--- config.mk ---
export PLATFORM = sky130hd
export DESIGN_NAME = zsa_ctrl
export DESIGN_NICKNAME = d
export VERILOG_FILES = /design/src/design/zsa_pkg.sv /design/src/design/zsa_ctrl.sv
export SDC_FILE = /design/constraint.sdc
export NUM_CORES = 1
export LEC_CHECK = 0
export BUFFER_PORTS_ARGS = -buffer_cell sky130_fd_sc_hd__clkbuf_2
export CAP_MARGIN = 10
export CELL_PAD_IN_SITES_DETAIL_PLACEMENT = 1
export CELL_PAD_IN_SITES_GLOBAL_PLACEMENT = 2
export CORE_AREA = 3 3 40 42
export CTS_CLUSTER_DIAMETER = 150
export DETAILED_ROUTE_END_ITERATION = 12
export DIE_AREA = 0 0 43 45
export PLACE_DENSITY = 0.52
export SKIP_LAST_GASP = 1
export SYNTH_ARGS = -nofsm -noshare
export SYNTH_HDL_FRONTEND = slang
export SYNTH_SLANG_ARGS = --single-unit
export TNS_END_PERCENT = 1
--- constraint.sdc ---
create_clock -name clock -period 1.2 [get_ports clock]
set_input_delay 0.12 -clock clock [delete_from_list [all_inputs] [get_ports clock]]
set_output_delay 0.12 -clock clock [all_outputs]
set_load 0.005 [all_outputs]
--- src/design/zsa_pkg.sv ---
// shared types, constants and codes of the zonal statistics accumulator
package zsa_pkg;

   // store geometry and field widths
   localparam int ZONE_COUNT  = 256;
   localparam int ZONE_BITS   = $clog2(ZONE_COUNT);
   localparam int ZONE_WIDTH  = 8;
   localparam int VALUE_WIDTH = 32;
   localparam int SUM_WIDTH   = 48;
   localparam int STAT_WIDTH  = 48;
   localparam int CNT_WIDTH   = 24;

   // stream payload widths, padded to whole bytes
   localparam int REQ_DATA_WIDTH = 48;
   localparam int RSP_DATA_WIDTH = 88;

   // configuration port
   localparam int CSR_INDEX_WIDTH = 1;
   localparam int CSR_DATA_WIDTH  = 2;

   // mean divider: one quotient bit per cycle
   localparam int DIV_STEPS       = SUM_WIDTH;
   localparam int DIV_COUNT_WIDTH = $clog2(DIV_STEPS + 1);

   localparam logic [CNT_WIDTH-1:0] CNT_MAX = '1;

   typedef enum logic [1:0] {
      MODE_SUM,
      MODE_MEAN,
      MODE_MIN,
      MODE_MAX
   } mode_type;

   typedef enum logic {
      OP_ACCUM,
      OP_READ
   } op_type;

   typedef enum logic [CSR_INDEX_WIDTH-1:0] {
      CSR_MODE,
      CSR_SKIP
   } csr_index_type;

   // one zone record
   typedef struct packed {
      logic signed [SUM_WIDTH-1:0] acc;
      logic [CNT_WIDTH-1:0]        cnt;
      logic                        poison;
   } entry_type;

   // controller to datapath
   typedef struct packed {
      logic load_item;   // capture the accepted item and start the record lookup
      logic commit;      // update or clear the record, capture read results
      logic div_start;   // launch the mean division
      logic rsp_load;    // move the result into the output register
   } ctrl_cmd_type;

   // datapath to controller
   typedef struct packed {
      logic op_read;
      logic need_div;
      logic div_done;
      logic rsp_busy;
   } dp_status_type;

endpackage

--- src/design/zsa_ctrl.sv ---
// controller state machine sequencing lookup, commit, divide and result
module zsa_ctrl (
   input  logic                   clock,
   input  logic                   reset,
   input  logic                   req_valid,
   output logic                   req_ready,
   input  zsa_pkg::dp_status_type status,
   output zsa_pkg::ctrl_cmd_type  cmd
);

   typedef enum logic [1:0] {
      ST_IDLE,
      ST_EXEC,
      ST_DIVIDE,
      ST_RESULT
   } state_type;

   state_type state_ff;
   state_type state_in;

   assign req_ready = (state_ff == ST_IDLE);

   always_comb begin
      cmd      = '0;
      state_in = state_ff;
      unique case (state_ff)
         ST_IDLE: begin
            if (req_valid) begin
               cmd.load_item = 1'b1;
               state_in      = ST_EXEC;
            end
         end
         ST_EXEC: begin
            cmd.commit = 1'b1;
            if (!status.op_read) begin
               state_in = ST_IDLE;
            end else if (status.need_div) begin
               cmd.div_start = 1'b1;
               state_in      = ST_DIVIDE;
            end else begin
               state_in = ST_RESULT;
            end
         end
         ST_DIVIDE: begin
            if (status.div_done) state_in = ST_RESULT;
         end
         ST_RESULT: begin
            if (!status.rsp_busy) begin
               cmd.rsp_load = 1'b1;
               state_in     = ST_IDLE;
            end
         end
      endcase
   end

   always_ff @(posedge clock) begin
      if (reset) begin
         state_ff <= ST_IDLE;
      end else begin
         state_ff <= state_in;
      end
   end

`ifndef SYNTHESIS
   // an accepted item is committed in the very next cycle
   a_accept_then_exec: assert property (@(posedge clock) disable iff (reset)
      (req_valid && req_ready) |=> (state_ff == ST_EXEC))
      else $error("accepted item not committed next cycle");

   // the divider only finishes while the controller waits for it
   a_done_in_divide: assert property (@(posedge clock) disable iff (reset)
      status.div_done |-> (state_ff == ST_DIVIDE))
      else $error("divider done outside divide state");

   // division is launched only for read items
   a_div_for_read: assert property (@(posedge clock) disable iff (reset)
      cmd.div_start |-> status.op_read)
      else $error("division launched for an accumulate item");
`endif

endmodule

== Yosys cells after proc, flatten, opt, wreduce, memory -nomap -nowiden ==
Index checks and enable logic that the tools add are counted.

* Register bits: 2
* Input bits: 7

* Equality and inequality tests: 6
* Multiplexer cells: 13
* Reductions and logical operators: 2

{| class="wikitable"
|+ Operators with widths
! kind !! count
|-
| $mux W2 || 5
|-
| $pmux W2 S4 || 1
|-
| $mux W1 || 7
|-
| $ne A2 B2 Y1 const B || 3
|-
| $eq A2 B2 Y1 const B || 2
|-
| $reduce_and A3 Y1 || 1
|-
| $eq A2 B1 Y1 const B || 1
|-
| $logic_not A2 Y1 || 1
|}

== Depth between registers and ports, before layout ==
* Word-level depth: 3
* Gate-level depth with buffers: 3

== Least setup slack after synthesis ==
Ideal clock, no wire load.

* Path type: register -> output
* From: register state_ff[0]
* To: output port cmd[1] (netlist name)
* Data arrival time: 0.761 ns
* Path slack: 0.319 ns
* Cell stages (with the launch flop): 3
* Cells stage by stage: dfxtp_1 -> nor2b_1 -> and3_1

{| class="wikitable"
|+ RTL lines
! item !! RTL line !! source
|-
| from (decl) || zsa_ctrl.sv:18 || <nowiki>state_type state_ff;</nowiki>
|-
| from (signal assigned) || zsa_ctrl.sv:60 || <nowiki>state_ff <= state_in;</nowiki>
|-
| to (decl) || zsa_ctrl.sv:8 || <nowiki>output zsa_pkg::ctrl_cmd_type cmd</nowiki>
|}

==> summary.md <==
| Metric | Value |
|---|---|
| Status | `complete, no violations` |
| Max FO, Critical Path | `5` |
| Final period utilization | `93.2%` |
| WL/cell | `9.48 µm` |
| Most Crowded Layer GR | `met2` |
| CTS Sinks | `2` |
| Warnings from Yosys | `0` |
| Worst hold-check path type | `in2reg` |
| Hold Path Depth | `2` |
| Max Transition Viols Final | `0` |
| Die extent in y | `45 µm` |
| Worst hold slack | `0.0758 ns` |
| Tmin final | `1.12 ns` |
| Synthesized area per cell | `7.90 µm²` |
| Required @ worst endpoint | `1.08 ns` |
| Initial Util | `9.83%` |
| Crit. End Element | `primary output` |
| Root Driver | `clkbuf_4` |
| Skew-Pair Late Insertion Delay | `0.22 ns` |
| Finished Core Util | `18.7%` |
| Routed Antenna Nets | `0` |
| Layout cells sized above 1 | `61.3%` |
| Fin nets | `40` |
| TritonCTS Buffers | `3` |
| Largest net degree at the start of global routing | `9` |
| FF/Latch Area | `42.5 µm²` |
| Most frequent cells in the layout | `clkbuf_2, nor2_1, clkbuf_4, a211oi_1, dfxtp_2` |
| Global-route wire length before repair | `814 µm` |
| Drt first pass iters | `1` |
| Core box area | `1280 µm²` |
| R2R Path End | `state_ff[0]` |
| Grt met2 use | `7.19%` |
| Clk buf depth | `2` |
| M1 GR Usage | `7.18%` |
| CTS tree | `yes` |
| Final setup violation count | `0` |
| Final wirelength | `436 µm` |
| Worst setup path category | `reg2out` |
| Vias post-DR | `174` |
| Vias per cell | `3.78` |
| Static leakage | `0.116 nW` |
| PwrDens | `1260 nW/µm²` |
| Die Width | `43 µm` |
| Final Hold Viols | `0` |
| Netlist cell types | `11` |
| DR DRC count | `0` |
| Area delta synth->final | `90.1%` |
| Die area | `1940 µm²` |
| I/O pin count | `12` |
| Post-CTS Hold Fix Bufs | `0` |
| H-tree Lvls | `1` |
| R2r worst-path depth | `3` |
| Design Area, Final | `240 µm²` |
| Gr ovfl total | `0` |
| Iteration-0 DRC Markers | `0` |
| Met3 GRT Util | `3.98%` |
| ANT cells | `0` |
| DP Area | `200 µm²` |
| # Max-Cap Violations | `0` |
| CTS clk-pin slew, worst paths | `0.03 ns` |
| Gp weighted congestion | `0.702` |
| Area of the multi-input gates | `90.1 µm²` |
| Antenna violations before repair | `0` |
| GRT Total Usage | `6.06%` |
| Commonest non-fill, non-tap cell in the layout | `clkbuf_2` |
| Worst slew pin tran | `0.195 ns` |
| Syn Std Cell Area | `126 µm²` |
| Number of global-route vias before repair | `195` |
| R2r setup slk | `0.27 ns` |
| #FFs+latches synth | `2` |
| Port Buf Inserts | `11` |
| Rows | `13` |
| Critical path arrival | `1.00 ns` |
| Post-Route Setup TNS | `0 ns` |
| Fillers | `167` |
| Share of the yosys chip area belonging to registers | `31.7%` |
| Min-delay src | `reset` |
| Worst VDD drop | `0.000346 V` |
| Crit start category | `flip-flop` |
| Cells after synthesis | `16` |
| Slew Limit Headroom | `86.9%` |
| Max Clock Skew | `0.00260 ns` |
| FMAX | `0.894 GHz` |
| Post-synthesis net count | `23` |
## synth_stat cells
cell | number | area (µm²)
nor3b_2 | 1 | 12.5
a22oi_1 | 1 | 7.51
dfxtp_1 | 2 | 40.0
inv_1 | 1 | 3.75
a21oi_1 | 1 | 5.00
and2_1 | 1 | 6.26
nor2_1 | 3 | 11.3
nand2b_1 | 1 | 6.26
and3_1 | 1 | 6.26
nor2b_1 | 2 | 12.5
a211oi_1 | 2 | 15.0
## worst max path at each step
stage | endpoint | cells after the start | startpoint
finish | cmd[1] | 3 | state_ff[0]
global route | cmd[1] | 3 | state_ff[0]
CTS | cmd[1] | 3 | state_ff[0]
detailed placement | cmd[1] | 3 | state_ff[0]
global placement | cmd[1] | 3 | flip-flop
floorplan | cmd[1] | 2 | state_ff[0]
## logic make-up after synthesis
family          share of synthesized area, %
buf+inv                                 2.97
simple gates                            43.6
compound gates                          21.8
flops                                   31.7
## area by class of cell
cell class,count,share of cell area [%]
sequential,2,17.7
tap,15,7.81
inverter,1,1.56
timing repair buffer,12,26.0
multi-input combinational,13,37.5
clock buffer,3,9.38
## what timing repair did
action	CTS	global route
endpoints found under the setup margin	1	1
resized for setup	2	2
buffers inserted	0	1
## per-stage QoR
step | power [W] | instances | worst slack (ns)
floorplan | 0.000112 | 16 | 0.319
global placement | 0.000143 | 42 | 0.228
detailed placement | 0.000144 | 42 | 0.203
CTS | 0.000303 | 45 | 0.00212
global route | 0.000340 | 46 | -0.00455
finish | 0.000303 | 46 | 0.0811
## report_power, final
group / internal (W) / switching [W]
combinational: 0.0000411 / 0.0000280
clock: 0.000110 / 0.0000372
sequential: 0.0000751 / 0.0000111
total: 0.000226 / 0.0000763
## critical path, stage by stage, from the launching register on
cell and delay [ns]:
dfxtp_2 0.35, nor2b_4 0.16, and3_1 0.16, clkbuf_2 0.10
## routing by layer
metal  wire length, µm  vias up  part of all wire [%]
met5                 0        -                     0
met4                 0        0                     0
met3                65        0                    15
met2               160       12                    37
met1               210       76                    48
li1                  -       86                     -
Note: power is estimated with default switching activity, not from simulation.
